### src/rtl/core/adsr_pkg.sv
`default_nettype none
// ----------------------------------------------------------------------------
// adsr_pkg
// Shared types and constants of the linear ADSR envelope generator.
// ----------------------------------------------------------------------------
package adsr_pkg;

    localparam int COUNT_WIDTH_DEF = 32;

    localparam int AMP_W     = 16;
    localparam int CFG_W     = 16;
    localparam int CFG_IDX_W = 8;
    localparam int IN_TDATA_W  = 8;
    localparam int OUT_TDATA_W = 24;

    // Q1.15 unity.
    localparam logic [AMP_W-1:0] AMP_ONE = 16'h8000;

    // Register indexes of the configuration channel.
    localparam logic [CFG_IDX_W-1:0] REG_ATTACK  = 8'd0;
    localparam logic [CFG_IDX_W-1:0] REG_DECAY   = 8'd1;
    localparam logic [CFG_IDX_W-1:0] REG_SUSTAIN = 8'd2;
    localparam logic [CFG_IDX_W-1:0] REG_RELEASE = 8'd3;

    localparam logic [CFG_W-1:0] ATTACK_RST  = 16'd480;
    localparam logic [CFG_W-1:0] DECAY_RST   = 16'd480;
    localparam logic [CFG_W-1:0] SUSTAIN_RST = 16'd16384;
    localparam logic [CFG_W-1:0] RELEASE_RST = 16'd4800;

    // One quotient bit per divider step.
    localparam int DIV_STEPS = 16;
    localparam int DIV_CNT_W = 4;

    typedef enum logic [2:0] {
        ST_IDLE,
        ST_PREP,
        ST_MUL,
        ST_DIV,
        ST_FIN
    } t_state;

    typedef struct packed {
        logic accept;
        logic prep;
        logic mul;
        logic div_step;
        logic fin;
    } t_cmd;

    typedef struct packed {
        logic need_div;
        logic out_free;
    } t_status;

endpackage : adsr_pkg
`default_nettype wire

### src/rtl/core/adsr_ctrl.sv
`default_nettype none
// ----------------------------------------------------------------------------
// adsr_ctrl
// Sequencer: takes a tick request, walks the datapath through its steps.
// ----------------------------------------------------------------------------
module adsr_ctrl
    import adsr_pkg::*;
(
    input  wire logic    i_clk,
    input  wire logic    i_rst_n,
    input  wire logic    i_in_valid,
    output logic         o_in_ready,
    input  wire t_status i_status,
    output t_cmd         o_cmd
);

    t_state               r_state, n_state;
    logic [DIV_CNT_W-1:0] r_cnt, n_cnt;

    always_ff @(posedge i_clk) begin
        if (!i_rst_n) begin
            r_state <= ST_IDLE;
            r_cnt   <= '0;
        end else begin
            r_state <= n_state;
            r_cnt   <= n_cnt;
        end
    end

    always_comb begin
        n_state    = r_state;
        n_cnt      = r_cnt;
        o_cmd      = '0;
        o_in_ready = 1'b0;
        unique case (r_state)
            ST_IDLE: begin
                o_in_ready = 1'b1;
                if (i_in_valid) begin
                    o_cmd.accept = 1'b1;
                    n_state      = ST_PREP;
                end
            end
            ST_PREP: begin
                o_cmd.prep = 1'b1;
                n_state    = i_status.need_div ? ST_MUL : ST_FIN;
            end
            ST_MUL: begin
                o_cmd.mul = 1'b1;
                n_cnt     = '0;
                n_state   = ST_DIV;
            end
            ST_DIV: begin
                o_cmd.div_step = 1'b1;
                n_cnt          = r_cnt + 1'b1;
                if (r_cnt == DIV_CNT_W'(DIV_STEPS - 1)) begin
                    n_state = ST_FIN;
                end
            end
            ST_FIN: begin
                // Hold the finished result until the output register is free.
                if (i_status.out_free) begin
                    o_cmd.fin = 1'b1;
                    n_state   = ST_IDLE;
                end
            end
            default: begin
                n_state = ST_IDLE;
            end
        endcase
    end

endmodule : adsr_ctrl
`default_nettype wire

### src/rtl/core/adsr_dp.sv
`default_nettype none
// ----------------------------------------------------------------------------
// adsr_dp
// Envelope datapath: registers, segment select, multiplier, serial divider.
// ----------------------------------------------------------------------------
module adsr_dp
    import adsr_pkg::*;
#(
    parameter int COUNT_WIDTH = COUNT_WIDTH_DEF
) (
    input  wire logic                 i_clk,
    input  wire logic                 i_rst_n,
    input  wire logic                 i_cfg_valid,
    input  wire logic [CFG_IDX_W-1:0] i_cfg_index,
    input  wire logic [CFG_W-1:0]     i_cfg_data,
    input  wire logic                 i_note_start,
    input  wire logic                 i_gate,
    input  wire t_cmd                 i_cmd,
    output t_status                   o_status,
    input  wire logic                 i_out_ready,
    output logic                      o_out_valid,
    output logic [AMP_W-1:0]          o_amplitude,
    output logic                      o_active
);

    typedef enum logic [1:0] {
        FM_DIRECT,
        FM_QUOT,
        FM_BASE_MINUS
    } t_fmode;

    logic [CFG_W-1:0] r_attack, r_decay, r_sustain, r_release;

    logic [COUNT_WIDTH-1:0] r_tick, r_rel_start;
    logic                   r_voice_on, r_in_rel, r_gate;

    logic [15:0]      r_op_a, r_op_b, r_div, r_rem, r_qn;
    logic [AMP_W-1:0] r_base;
    t_fmode           r_fmode;

    logic             r_out_valid, r_out_active;
    logic [AMP_W-1:0] r_out_amp;

    // Effective register values: zero lengths act as one, sustain clamps to unity.
    logic [15:0] a_eff, d_eff, r_eff, s_eff;
    assign a_eff = (r_attack  == '0) ? 16'd1 : r_attack;
    assign d_eff = (r_decay   == '0) ? 16'd1 : r_decay;
    assign r_eff = (r_release == '0) ? 16'd1 : r_release;
    assign s_eff = (r_sustain > AMP_ONE) ? AMP_ONE : r_sustain;

    // Segment selection for the current tick.
    logic                   entering, rel_now;
    logic [COUNT_WIDTH-1:0] rs_eff, elapsed, t_minus_a;
    logic [16:0]            ad_sum;
    logic                   t_lt_a, t_lt_ad;
    logic                   sel_div;
    logic [15:0]            sel_a, sel_b, sel_d;
    logic [AMP_W-1:0]       sel_base;
    t_fmode                 sel_fmode;

    assign entering  = r_voice_on && !r_in_rel && !r_gate;
    assign rel_now   = r_in_rel || entering;
    assign rs_eff    = entering ? r_tick : r_rel_start;
    assign elapsed   = r_tick - rs_eff;
    assign ad_sum    = {1'b0, a_eff} + {1'b0, d_eff};
    assign t_lt_a    = r_tick < COUNT_WIDTH'(a_eff);
    assign t_lt_ad   = r_tick < COUNT_WIDTH'(ad_sum);
    assign t_minus_a = r_tick - COUNT_WIDTH'(a_eff);

    always_comb begin
        sel_div   = 1'b0;
        sel_a     = '0;
        sel_b     = '0;
        sel_d     = 16'd1;
        sel_base  = '0;
        sel_fmode = FM_DIRECT;
        if (!r_voice_on) begin
            sel_base = '0;
        end else if (rel_now) begin
            if ((elapsed >= COUNT_WIDTH'(r_eff)) || (s_eff == '0)) begin
                sel_base = '0;
            end else begin
                sel_div   = 1'b1;
                sel_a     = elapsed[15:0];
                sel_b     = s_eff;
                sel_d     = r_eff;
                sel_base  = s_eff;
                sel_fmode = FM_BASE_MINUS;
            end
        end else if (t_lt_a) begin
            sel_div   = 1'b1;
            sel_a     = r_tick[15:0];
            sel_b     = AMP_ONE;
            sel_d     = a_eff;
            sel_fmode = FM_QUOT;
        end else if (t_lt_ad) begin
            sel_div   = 1'b1;
            sel_a     = t_minus_a[15:0];
            sel_b     = AMP_ONE - s_eff;
            sel_d     = d_eff;
            sel_base  = AMP_ONE;
            sel_fmode = FM_BASE_MINUS;
        end else begin
            sel_base = s_eff;
        end
    end

    // Product stays below divisor times 2^15, so the quotient fits 16 bits.
    logic [31:0] prod;
    assign prod = r_op_a * r_op_b;

    logic [16:0] trial, diff;
    logic        ge;
    assign trial = {r_rem, r_qn[15]};
    assign diff  = trial - {1'b0, r_div};
    assign ge    = trial >= {1'b0, r_div};

    logic [AMP_W-1:0] fin_amp, out_amp;
    logic             fin_on;
    always_comb begin
        case (r_fmode)
            FM_QUOT:       fin_amp = r_qn;
            FM_BASE_MINUS: fin_amp = r_base - r_qn;
            default:       fin_amp = r_base;
        endcase
    end
    assign fin_on  = r_voice_on && !(r_in_rel && (fin_amp == '0));
    assign out_amp = fin_on ? fin_amp : '0;

    always_ff @(posedge i_clk) begin
        if (!i_rst_n) begin
            r_attack    <= ATTACK_RST;
            r_decay     <= DECAY_RST;
            r_sustain   <= SUSTAIN_RST;
            r_release   <= RELEASE_RST;
            r_tick      <= '0;
            r_rel_start <= '0;
            r_voice_on  <= 1'b0;
            r_in_rel    <= 1'b0;
            r_out_valid <= 1'b0;
        end else begin
            if (i_cfg_valid) begin
                unique case (i_cfg_index)
                    REG_ATTACK:  r_attack  <= i_cfg_data;
                    REG_DECAY:   r_decay   <= i_cfg_data;
                    REG_SUSTAIN: r_sustain <= i_cfg_data;
                    REG_RELEASE: r_release <= i_cfg_data;
                    default: ;
                endcase
            end
            if (i_cmd.accept && i_note_start) begin
                r_voice_on  <= 1'b1;
                r_in_rel    <= 1'b0;
                r_tick      <= '0;
                r_rel_start <= '0;
            end
            if (i_cmd.prep && r_voice_on) begin
                if (entering) begin
                    r_in_rel    <= 1'b1;
                    r_rel_start <= r_tick;
                end
                if (r_tick != '1) begin
                    r_tick <= r_tick + 1'b1;
                end
            end
            if (i_cmd.fin) begin
                r_voice_on  <= fin_on;
                r_out_valid <= 1'b1;
            end else if (i_out_ready) begin
                r_out_valid <= 1'b0;
            end
        end
    end

    // Working registers carry no reset.
    always_ff @(posedge i_clk) begin
        if (i_cmd.accept) begin
            r_gate <= i_gate;
        end
        if (i_cmd.prep) begin
            r_op_a  <= sel_a;
            r_op_b  <= sel_b;
            r_div   <= sel_d;
            r_base  <= sel_base;
            r_fmode <= sel_fmode;
        end
        if (i_cmd.mul) begin
            r_rem <= prod[31:16];
            r_qn  <= prod[15:0];
        end else if (i_cmd.div_step) begin
            r_rem <= ge ? diff[15:0] : trial[15:0];
            r_qn  <= {r_qn[14:0], ge};
        end
        if (i_cmd.fin) begin
            r_out_amp    <= out_amp;
            r_out_active <= fin_on;
        end
    end

    assign o_status.need_div = sel_div;
    assign o_status.out_free = !r_out_valid || i_out_ready;
    assign o_out_valid       = r_out_valid;
    assign o_amplitude       = r_out_amp;
    assign o_active          = r_out_active;

endmodule : adsr_dp
`default_nettype wire

### src/rtl/core/adsr_envelope_generator_unit.sv
`default_nettype none
// ----------------------------------------------------------------------------
// adsr_envelope_generator_unit
// Linear ADSR envelope generator for one voice, one result per sample tick.
// ----------------------------------------------------------------------------
// Each request on the slave stream is one sample tick carrying a note-start
// flag and a gate level; each tick produces exactly one result on the master
// stream with the Q1.15 amplitude and an active flag.
// The four envelope registers are written through the configuration channel,
// which is always ready; writes are expected only while the block is idle,
// and a write to an index beyond the release register is ignored.
// A tick that needs a ramp value passes through the accept step, a prepare
// step, a 16x16 multiply, the restoring divider (one quotient bit per
// cycle over the sixteen quotient bits) and a finish step before the next
// tick can be accepted.
// Ticks in sustain, in an inactive voice or at the end of a release skip the
// multiplier and divider and go from the prepare step to the finish step.
// A result is registered into the output register by the finish step.
// The result sits in an output register; a new tick is accepted while it
// waits. If the receiver stalls, the sequencer holds the next result in its
// finish step until the output register is freed.
// Synchronous reset restores the default register values and leaves the
// voice inactive with a zero tick count and no pending result.
// ----------------------------------------------------------------------------
module adsr_envelope_generator_unit
    import adsr_pkg::*;
#(
    parameter int COUNT_WIDTH = COUNT_WIDTH_DEF
) (
    input  wire logic                   i_clk,
    input  wire logic                   i_rst_n,
    // Configuration write channel.
    input  wire logic                   i_cfg_valid,
    output logic                        o_cfg_ready,
    input  wire logic [CFG_IDX_W-1:0]   i_cfg_index,
    input  wire logic [CFG_W-1:0]       i_cfg_data,
    // Tick input stream.
    input  wire logic                   i_s_axis_tvalid,
    output logic                        o_s_axis_tready,
    input  wire logic [IN_TDATA_W-1:0]  i_s_axis_tdata,  // [0] note_start, [1] gate, rest zero
    // Envelope output stream.
    output logic                        o_m_axis_tvalid,
    input  wire logic                   i_m_axis_tready,
    output logic [OUT_TDATA_W-1:0]      o_m_axis_tdata   // [15:0] amplitude, [16] active, rest zero
);

    t_cmd             cmd;
    t_status          status;
    logic [AMP_W-1:0] amplitude;
    logic             active;

    // Configuration registers accept a write in any cycle.
    assign o_cfg_ready = 1'b1;

    adsr_ctrl u_ctrl (
        .i_clk      (i_clk),
        .i_rst_n    (i_rst_n),
        .i_in_valid (i_s_axis_tvalid),
        .o_in_ready (o_s_axis_tready),
        .i_status   (status),
        .o_cmd      (cmd)
    );

    adsr_dp #(
        .COUNT_WIDTH (COUNT_WIDTH)
    ) u_dp (
        .i_clk        (i_clk),
        .i_rst_n      (i_rst_n),
        .i_cfg_valid  (i_cfg_valid),
        .i_cfg_index  (i_cfg_index),
        .i_cfg_data   (i_cfg_data),
        .i_note_start (i_s_axis_tdata[0]),
        .i_gate       (i_s_axis_tdata[1]),
        .i_cmd        (cmd),
        .o_status     (status),
        .i_out_ready  (i_m_axis_tready),
        .o_out_valid  (o_m_axis_tvalid),
        .o_amplitude  (amplitude),
        .o_active     (active)
    );

    // Pack the result fields from the lowest bit up and pad to whole bytes.
    assign o_m_axis_tdata = {{(OUT_TDATA_W - AMP_W - 1){1'b0}}, active, amplitude};

endmodule : adsr_envelope_generator_unit
`default_nettype wire
### config.mk
export PLATFORM = sky130hd
export DESIGN_NAME = adsr_envelope_generator_unit
export DESIGN_NICKNAME = d
export VERILOG_FILES = /design/src/rtl/core/adsr_pkg.sv /design/src/rtl/core/adsr_ctrl.sv /design/src/rtl/core/adsr_dp.sv /design/src/rtl/core/adsr_envelope_generator_unit.sv
export SDC_FILE = /design/constraint.sdc
export NUM_CORES = 1
export LEC_CHECK = 0
export ABC_AREA = 1
export CAP_MARGIN = 40
export CORE_MARGIN = 2
export CORE_UTILIZATION = 48
export DETAILED_ROUTE_END_ITERATION = 8
export DONT_BUFFER_PORTS = 1
export HOLD_SLACK_MARGIN = 0.06
export PLACE_DENSITY_LB_ADDON = 0.05
export SLEW_MARGIN = 20
export SYNTH_ARGS = -nofsm -noshare
export SYNTH_HDL_FRONTEND = slang
export SYNTH_SLANG_ARGS = --single-unit
### constraint.sdc
create_clock -name i_clk -period 15.6 [get_ports i_clk]
set_input_delay 3.12 -clock i_clk [delete_from_list [all_inputs] [get_ports i_clk]]
set_output_delay 3.12 -clock i_clk [all_outputs]
set_load 0.05 [all_outputs]
After elaboration in Yosys (flattened, before gate mapping)
Index checks and enable logic that the tools add are counted.
{"block": "totals", "reg_bits": 254, "out_inout_bits": 27, "elab_cells": 140}
{"block": "classes", "addsub": 8, "mul": 1, "order_cmp": 5, "eq_ne": 14, "muxes": 62, "reduce_logical": 29}
{"cell": "16-bit 2-to-1 mux", "n": 24}
{"cell": "32-bit 2-to-1 mux", "n": 7}
{"cell": "16-bit logical NOT", "n": 5}
{"cell": "16-bit subtractor", "n": 3}
{"cell": "32-bit by 1-bit adder with 32-bit output, second input constant", "n": 1}
{"cell": "32-bit by 16-bit greater-or-equal comparator with 1-bit output", "n": 1}
{"cell": "32-bit by 16-bit less-than comparator with 1-bit output", "n": 1}
{"cell": "32-bit by 17-bit less-than comparator with 1-bit output", "n": 1}
{"cell": "16-bit by 16-bit multiplier with 32-bit output", "n": 1}
{"cell": "32-bit != test, second input constant", "n": 1}
{"cell": "16-bit case mux with 2 select lines", "n": 1}
{"cell": "32-bit subtractor", "n": 1}
{"cell": "1-bit 2-to-1 mux", "n": 20}
{"cell": "16-bit by 16-bit adder with 17-bit output", "n": 1}
{"cell": "17-bit by 16-bit greater-or-equal comparator with 1-bit output", "n": 1}
{"cell": "8-bit by 2-bit == test with 1-bit output, second input constant", "n": 2}
{"cell": "16-bit greater-than comparator, second input constant", "n": 1}
{"cell": "16-bit subtractor, first input constant", "n": 1}
{"cell": "3-bit case mux with 5 select lines", "n": 1}
{"cell": "3-bit 2-to-1 mux", "n": 4}
{"cell": "8-bit by 1-bit == test with 1-bit output, second input constant", "n": 1}
{"cell": "8-bit logical NOT", "n": 1}
{"cell": "2-bit 2-to-1 mux", "n": 4}
{"cell": "4-bit case mux with 2 select lines", "n": 1}
{"cell": "other kinds (16)", "n": 34}

Depth between registers and ports, before layout
Gate-level depths: netlist (run 1).
{"block": "logic_depth", "ltp_word": 12, "ltp_mapped": 35}

By module
A second synthesis (run 1) with hierarchy kept.
{"block": "unflattened", "hier_cells": 3757, "hier_area_um2": 27232.4}
{"module": "adsr_dp", "n_inst": 1, "cells_per_inst": 3685, "area_each_um2": 26745.7, "seq_area_each_um2": 6105.9}
{"module": "adsr_ctrl", "n_inst": 1, "cells_per_inst": 61, "area_each_um2": 411.6, "seq_area_each_um2": 140.1}
{"module": "adsr_envelope_generator_unit", "n_inst": 1, "cells_per_inst": 11, "area_each_um2": 75.1, "seq_area_each_um2": 0.0}

Worst setup path before layout (run 1)
No wires, ideal clock.
{"block": "synth_timing", "kind": "reg-to-reg", "start": "register u_ctrl.r_state[0]", "end": "register u_dp.r_tick[31]", "setup_ns": 0.127, "arrival_ns": 6.438, "path_slack_ns": 9.035, "path_stages_with_launch": 9, "n_path_buf": 1, "period_less_slack_ns": 6.565, "cell_sequence": "dfxtp_1 -> inv_1 -> nor3_1 -> inv_1 -> nor2_1 -> o21ai_4 -> buf_4 -> nor4_1 -> a21oi_1"}
{"block": "synth_between", "elab_chain_len": 6}
{"element": "from (decl)", "line": "adsr_ctrl.sv:17", "text": "t_state r_state, n_state;"}
{"element": "from (signal assigned)", "line": "adsr_ctrl.sv:25", "text": "r_state <= n_state;"}
{"element": "3-bit logical NOT", "line": "adsr_ctrl.sv:35", "text": "unique case (r_state)"}
{"element": "1-bit 2-to-1 mux", "line": "adsr_ctrl.sv:35"}
{"element": "1-bit logical AND", "line": "adsr_dp.sv:151", "text": "if (i_cmd.accept && i_note_start) begin"}
{"element": "32-bit 2-to-1 mux", "line": "adsr_dp.sv:151"}
{"element": "32-bit 2-to-1 mux", "line": "adsr_dp.sv:162", "text": "if (r_tick != '1) begin"}
{"element": "32-bit 2-to-1 mux *", "line": "adsr_dp.sv:157", "text": "if (i_cmd.prep && r_voice_on) begin"}
{"element": "to (signal assigned)", "line": "adsr_dp.sv:163", "text": "r_tick <= r_tick + 1'b1;"}
{"element": "to (decl)", "line": "adsr_dp.sv:34", "text": "logic [COUNT_WIDTH-1:0] r_tick, r_rel_start;"}
Mark *: on every way between the ends. The rest lies on a longest branch, timed or not.
A chain may end at the register's enable or synchronous reset.

Worst setup path in the final report (run 1)
{"block": "layout_timing", "start": "register u_dp.r_voice_on", "end": "register u_dp.r_div[1] (data pin)"}
{"block": "layout_between", "elab_chain_len": 8}
{"element": "from (decl)", "line": "adsr_dp.sv:35", "text": "logic r_voice_on, r_in_rel, r_gate;"}
{"element": "from (signal assigned)", "line": "adsr_dp.sv:167", "text": "r_voice_on <= fin_on;"}
{"element": "1-bit logical AND (2 in series)", "line": "adsr_dp.sv:61", "text": "assign entering = r_voice_on && !r_in_rel && !r_gate;"}
{"element": "32-bit 2-to-1 mux", "line": "adsr_dp.sv:63", "text": "assign rs_eff = entering ? r_tick : r_rel_start;"}
{"element": "32-bit subtractor", "line": "adsr_dp.sv:64", "text": "assign elapsed = r_tick - rs_eff;"}
{"element": "32-bit by 16-bit greater-or-equal comparator with 1-bit output", "line": "adsr_dp.sv:80", "text": "if ((elapsed >= COUNT_WIDTH'(r_eff)) || (s_eff == '0)) begin"}
{"element": "1-bit logical OR", "line": "adsr_dp.sv:80"}
{"element": "16-bit 2-to-1 mux", "line": "adsr_dp.sv:80"}
{"element": "16-bit 2-to-1 mux", "line": "adsr_dp.sv:79", "text": "end else if (rel_now) begin"}
{"element": "to (signal assigned)", "line": "adsr_dp.sv:183", "text": "r_div <= sel_d;"}
{"element": "to (decl)", "line": "adsr_dp.sv:37", "text": "logic [15:0] r_op_a, r_op_b, r_div, r_rem, r_qn;"}
Parallel ways exist; a longest one is shown, timed or not.

==> results of run 1 <==
[power groups by stage]
| stage | logic, mW | clock network (mW) | registers [mW] |
|---|---|---|---|
| finish | 4.81 | 0.743 | 0.842 |
| global route | 5.51 | 0.784 | 0.845 |
| CTS | 4.89 | 0.760 | 0.845 |
| detailed placement | 4.84 | 0 | 0.859 |
| global placement | 4.83 | 0 | 0.864 |
| floorplan | 3.68 | 0 | 0.801 |
[layout make-up]
type / count / area, um^2
tap: 748 / 936
sequential: 254 / 6250
timing repair buffer: 33 / 323
inverter: 691 / 2590
clock inverter: 12 / 114
multi-input combinational: 2654 / 17300
fill: 5626 / 26800
clock buffer: 44 / 940
[worst min-delay path, stage by stage, from the launching register on]
cell and delay [ns]:
dfxtp_1 0.31, nand3_1 0.07, a21oi_1 0.05
[metrics by stage]
step	instances	area (um^2)
6_report	4436	28500
5_1_grt	4436	28500
4_1_cts	4431	28400
3_5_place_dp	4375	27400
3_3_place_gp	4369	27300
2_1_floorplan	3784	26900
[placed cells by master (no fill, tap or decap), drive strengths merged, types with 36 or more instances in the layout]
cell	count
nand3	150
nor2	262
fa	199
xor2	41
o21ai	224
nand2	946
nor3	42
a21oi	304
dfxtp	138
edfxtp	116
ha	235
inv	690
clkbuf	46
xnor2	36
[cells in the mapped netlist (3+ instances only)]
cell type	count
a211oi_1	15
a21boi_0	4
a21o_1	6
a21oi_1	304
a31oi_1	13
and3_1	4
buf_1	4
buf_2	9
buf_4	14
clkbuf_1	156
clkinv_1	4
dfxtp_1	138
edfxtp_1	116
fa_1	199
ha_1	235
inv_1	681
inv_2	5
nand2_1	945
nand3_1	148
nand3b_1	9
nand4_1	26
nor2_1	253
nor2_2	7
nor3_1	39
nor3_2	3
nor3b_1	3
nor4_1	25
o211ai_1	25
o21ai_0	221
o21bai_1	10
o22ai_1	25
o311a_1	4
o31ai_1	4
or2_2	10
xnor2_1	36
xor2_1	41
[logic make-up after synthesis]
logic type	share of synthesized area
compound gates	0.134
xor+xnor	0.0251
fa+ha+maj	0.257
simple gates	0.226
buf+inv	0.125
flops	0.232
other cells	0.000279
[per-layer routing]
metal / vias to the layer above / GRT usage
met5: - / 0
li1: 11800 / -
met3: 164 / 0.0218
met1: 11500 / 0.382
met4: 0 / 0.111
met2: 704 / 0.489
[worst paths after layout]
| path | endpoint | slack (ns) | cells after the start |
|---|---|---|---|
| max | u_dp.r_div[1]$_SDFFCE_PN0N_ | 8.74 | 30 |
| min reg2reg | u_dp.r_rel_start[18]$_SDFF_PN0_ | 0.48 | 2 |
| max reg2reg | u_dp.r_div[1]$_SDFFCE_PN0N_ | 8.74 | 30 |
| min | u_dp.r_rel_start[18]$_SDFF_PN0_ | 0.48 | 2 |
==> flow_metrics.tcl, run 1 <==
set metrics [dict create \
    status "finished, final reports clean" \
    synth_edf_count 116 \
    path_common_cell "nand2_1" \
    pre_cts_ws_ns 8.87 \
    fin_util 0.515 \
    dp_hpwl_um 64500 \
    crit_buf_inv 6 \
    grt_pass1_wl_um 129000 \
    cts_tree "done" \
    clkSinkCount 254 \
    min-delay-start "u_dp.r_rel_start[18]$_SDFF_PN0_" \
    p_total_mw 6.39 \
    die-area_um2 58000 \
    ir_drop_v 0.000411 \
    worstReg2RegStart "u_dp.r_voice_on$_SDFFE_PN0P_" \
    die_x_um 241 \
    post_cts_resized 0 \
    grt.overflow.total 0 \
    root_buffer "clkbuf_16" \
    end_kind "flop" \
    diodes 0 \
    synth_top_area_share 0.148 \
    ys_seq_elements 254 \
    placementRows 86 \
    maxSlewViolCount 0 \
    crit_start "u_dp.r_voice_on$_SDFFE_PN0P_" \
    switching_share 0.537 \
    async_flop_share 0 \
    required_ns 15.91 \
    ys_seq_area_frac 0.232 \
    wl_per_cell_um 18.6 \
    startpoint_type "flop" \
    cp_top_family "simple AND/OR/NAND/NOR gates" \
    dr.max_layer_used "met4" \
    clk_pin_slew_ns 0.06 \
    finalHoldViolCount 0 \
    vias_per_cell 5.44 \
    setup_viol 0 \
    first_iter_violations 1609 \
    grt.total_usage 0.287 \
    p_comb_frac 0.752 \
    p_int_mw 2.96 \
    path_class "reg2reg" \
    numPortBuffers 0 \
    slew_headroom 0.385 \
    post_cts_buffers 0 \
    p_clk_frac 0.116 \
    reg.largest.list "u_dp.r_rel_start x32, u_dp.r_tick x32" \
    rsz0062_at_grt "false" \
    core_um2 55300 \
    switching_power_mw 3.43 \
    crit_slowest_cell "o21ai_0" \
    worst_ep_arrival_time_ns 7.17 \
    layout_worst_path_cycle_share 0.439 \
    start_util 0.487 \
    vias 24100 \
    first_pass_iters 5 \
    ios 64 \
    cts_buffers 31 \
    wl_met1_um 35900 \
    max-cap-violations 0 \
    path_max_fanout 61 \
    totalWireLength_um 82300 \
    routed-wl-met3_um 3970 \
    synthCells 3778 \
    clkLatencyLatePin_ns 0.60 \
    drc_errors 0 \
    h-tree-depth 1 \
    grt_start_max_net_pins 92 \
    place.gp.congestion 0.956 \
    powerDensity_nw_per_um2 224 \
    post-synth-top-area-cell "fa_1" \
    synth.distinct_cells 64 \
    p_seq_frac 0.132 \
    synthesis.area_um2 26900 \
    yosysWarnings 0 \
    grt_pass1_vias 23600 \
    max_stage_delay_ns 0.61 \
    fin_crit_ns 6.86 \
    worstMarginPinSlew_ns 0.922 \
    hold_slack_ns 0.477 \
    fin_skew_ns 0.0131 \
    met2_length_um 39200 \
    synth_ff_type "dfxtp_1" \
    leakagePower_nw 14.2 \
    fp.dieH_um 241 \
    nNetsFinal 4136 \
    syn_avg_cell_area_um2 7.12 \
    min_path_type "reg2reg" \
    synthTopCellsByArea "fa_1 15%, nand2_1 13%, edfxtp_1 13%" \
    ant_nets 0 \
    cts_hold_buf 0 \
    setup_slack_ns 8.74 \
    cts_buffer_depth 3 \
    drive_above_1_share 0.0342 \
    finalSetupTns_ns 0 \
    antenna_found_initial 1 \
    max_freq_ghz 0.146 \
    areaGrowthSynthToFinish_pct 5.87 \
]
No activity file was read; power rests on OpenSTA's default activity.
==> inputs of run 2 (changes only) <==
ABC_AREA = 0   (was 1)
clock period = 5.7 ns   (was 15.6 ns; I/O delays follow)
==> flow_metrics.tcl, run 2 <==
set metrics [dict create \
    status "finished with violations" \
    failed_checks "setup timing" \
    synth_ff_type "dfxtp_1" \
    cp_top_family "adder cells" \
    fp.dieH_um 236 \
    cp-endpoint "u_dp.r_rem[12]$_DFFE_PP_" \
    place.gp.congestion 0.935 \
    post-synth-top-area-cell "fa_1" \
    placementRows 84 \
    max_stage_delay_ns 0.55 \
    worstReg2RegStart "u_dp.r_op_a[5]$_SDFFCE_PN0N_" \
    synth.distinct_cells 83 \
    syn_avg_cell_area_um2 8.53 \
    end_kind "flop" \
    max_freq_ghz 0.157 \
    totalWireLength_um 73900 \
    synth_mux_area_frac 0.0216 \
    crit_start "u_dp.r_op_a[5]$_SDFFCE_PN0N_" \
    fin_skew_ns 0.0138 \
    synth.most_common_cell "nand2_1" \
    clkLatencyLatePin_ns 0.57 \
    ys_seq_area_frac 0.243 \
    crit_buf_inv 5 \
    antenna_found_initial 2 \
    grt.total_usage 0.263 \
    ios 64 \
    final_cell_mix "400 x nand2_1, 312 x inv_1, 301 x buf_4, 214 x ha_1, 191 x fa_1" \
    layout_worst_path_cycle_share 1.12 \
    powerDensity_nw_per_um2 605 \
    pre_cts_ws_ns -0.751 \
    clkSinkCount 254 \
    core_um2 52800 \
    root_buffer "clkbuf_16" \
    numPortBuffers 0 \
    first_pass_iters 5 \
    ir_drop_v 0.000778 \
    grt_pass1_vias 22000 \
    slew_headroom 0.475 \
    vias_per_cell 5.55 \
    synth_top_area_share 0.155 \
    leakagePower_nw 14.0 \
    setup_slack_ns -0.661 \
    finalHoldViolCount 0 \
    fin_crit_ns 6.36 \
    crit_slowest_cell "fa_2" \
    first_iter_violations 1372 \
    clk_pin_slew_ns 0.07 \
    h-tree-depth 1 \
    fin_util 0.595 \
    rsz0062_at_grt "true" \
    cts_buffer_depth 3 \
    hold_slack_ns 0.474 \
    p_total_mw 19.0 \
    path_cells "buf_6, and2_4, fa_1, inv_1, fa_1, inv_2, fa_2, fa_1, fa_1, inv_1, fa_1, inv_2, ha_4, a21o_1, a211o_1, o311ai_4, a21oi_4, nand4_1, nand4b_1, a21o_1, a21o_1, a21oi_2, xor2_1, a21oi_1" \
    final_common_cell "nand2_1" \
    synth_top_family_by_area "adder cells" \
    max-cap-violations 0 \
    yosysWarnings 0 \
    synth_compound_area_frac 0.158 \
    holdPathStages 2 \
    finalSetupTns_ns -16.40 \
    cts_buffers 28 \
    areaGrowthSynthToFinish_pct 21.9 \
    nNetsFinal 3724 \
    synthesis.area_um2 25700 \
    die_x_um 236 \
    worstMarginPinSlew_ns 0.787 \
    async_flop_share 0 \
    wl_per_cell_um 18.6 \
    drc_errors 0 \
    grt_pass1_wl_um 118000 \
    ys_seq_elements 254 \
    netlist_top_cells_count "412 x nand2_1, 328 x inv_1, 235 x ha_1" \
    min_path_type "reg2reg" \
    synth_xor_area_frac 0.0317 \
    vias 22000 \
    synth_fa_ha_area_frac 0.269 \
    start_util 0.488 \
    ant_nets 0 \
    r2r_slack_ns -0.66 \
    r2r_end "u_dp.r_rem[12]$_DFFE_PP_" \
    drive_above_1_share 0.201 \
    path_class "reg2reg" \
    cp.depth 24 \
    reg.largest.list "u_dp.r_rel_start x32, u_dp.r_tick x32" \
    maxSlewViolCount 0 \
    diodes 0 \
    synth_edf_count 116 \
    required_ns 6.00 \
    grt_start_max_net_pins 139 \
    path_max_fanout 5 \
    grt.overflow.total 0 \
    setup_viol 71 \
    cts_tree "done" \
    synthCells 3017 \
    dp_hpwl_um 57300 \
    path_common_cell "fa_1" \
    worst_ep_arrival_time_ns 6.66 \
    synth-simple-area-share 0.201 \
    r2r.worst_path.cells 24 \
    startpoint_type "flop" \
    cts_hold_buf 0 \
    synthTopCellsByArea "fa_1 15%, edfxtp_1 14%, ha_1 11%" \
    die-area_um2 55500 \
]
[run 2: changes by cell type in the layout (fill, tap and decap cells not counted), sizes merged, moves of 40 or more]
cell and change:
and3 +40, a21o +47, and2 +152, nand2 -534
inv -360, a21oi -120, nor2b +59, o21ai -94
mux2i +50, buf +335, nand3 -76, nor2 -135
a21boi +73
[run 2: what timing repair did]
item | in CTS | in global routing
setup buffers | 38 | 45
pin swaps | 110 | 95
setup endpoints to repair | 85 | 87
resized for setup | 181 | 165
gates cloned | 2 | 1
[run 2: worst min path at each step]
stage / startpoint / endpoint / slack [ns]
floorplan: u_dp.r_release[0]$_SDFFE_PN0P_ / u_dp.r_release[0]$_SDFFE_PN0P_ / 0.44
finish: u_dp.r_rel_start[26]$_SDFF_PN0_ / u_dp.r_rel_start[26]$_SDFF_PN0_ / 0.47
global placement: u_dp.r_decay[0]$_SDFFE_PN0P_ / u_dp.r_decay[0]$_SDFFE_PN0P_ / 0.46
CTS: u_dp.r_decay[0]$_SDFFE_PN0P_ / u_dp.r_decay[0]$_SDFFE_PN0P_ / 0.47
global route: u_dp.r_rel_start[18]$_SDFF_PN0_ / u_dp.r_rel_start[18]$_SDFF_PN0_ / 0.49
detailed placement: u_dp.r_decay[0]$_SDFFE_PN0P_ / u_dp.r_decay[0]$_SDFFE_PN0P_ / 0.46
[run 2: kinds of logic after synthesis]
logic type,after synthesis
other,2
muxes,55
buffers and inverters,496
AOI/OAI and AO/OA,633
and+or+nand+nor,1050
DFF,254
adders and majority gates,434
xor gates and xnor gates,93
[run 2: cell type report]
cell class | instances | area, um^2
inverter | 329 | 1260
timing repair buffer | 367 | 3180
sequential | 254 | 6250
clock inverter | 19 | 176
fill | 4645 | 21400
clock buffer | 33 | 741
tap | 688 | 861
multi-input combinational | 2273 | 18900
[run 2: stage by stage]
stage | std cells | cell area (um^2)
2_1_floorplan | 3023 | 26000
3_3_place_gp | 3831 | 28300
3_5_place_dp | 3835 | 28300
4_1_cts | 3920 | 30300
5_1_grt | 3963 | 31400
6_report | 3963 | 31400
[run 2: where the power goes]
group | leakage, nW | total, mW | internal [mW] | switching (mW)
Combinational | 11.4 | 15.0 | 7.72 | 7.30
Sequential | 2.21 | 2.15 | 2.03 | 0.117
Clock | 0.444 | 1.82 | 1.06 | 0.762
Total | 14.0 | 19.0 | 10.8 | 8.18
[run 2: layer usage]
layer | GRT usage | vias up | share of wire
li1 | - | 10700 | -
met1 | 0.348 | 10700 | 0.44
met2 | 0.448 | 484 | 0.48
met3 | 0.0305 | 142 | 0.042
met4 | 0.0919 | 2 | 0.035
met5 | 0 | - | 0.00016
[run 2: worst min-delay path, stage by stage (launching register included)]
cell	delay [ns]
dfxtp_1	0.31
nand3_1	0.05
a21boi_0	0.07
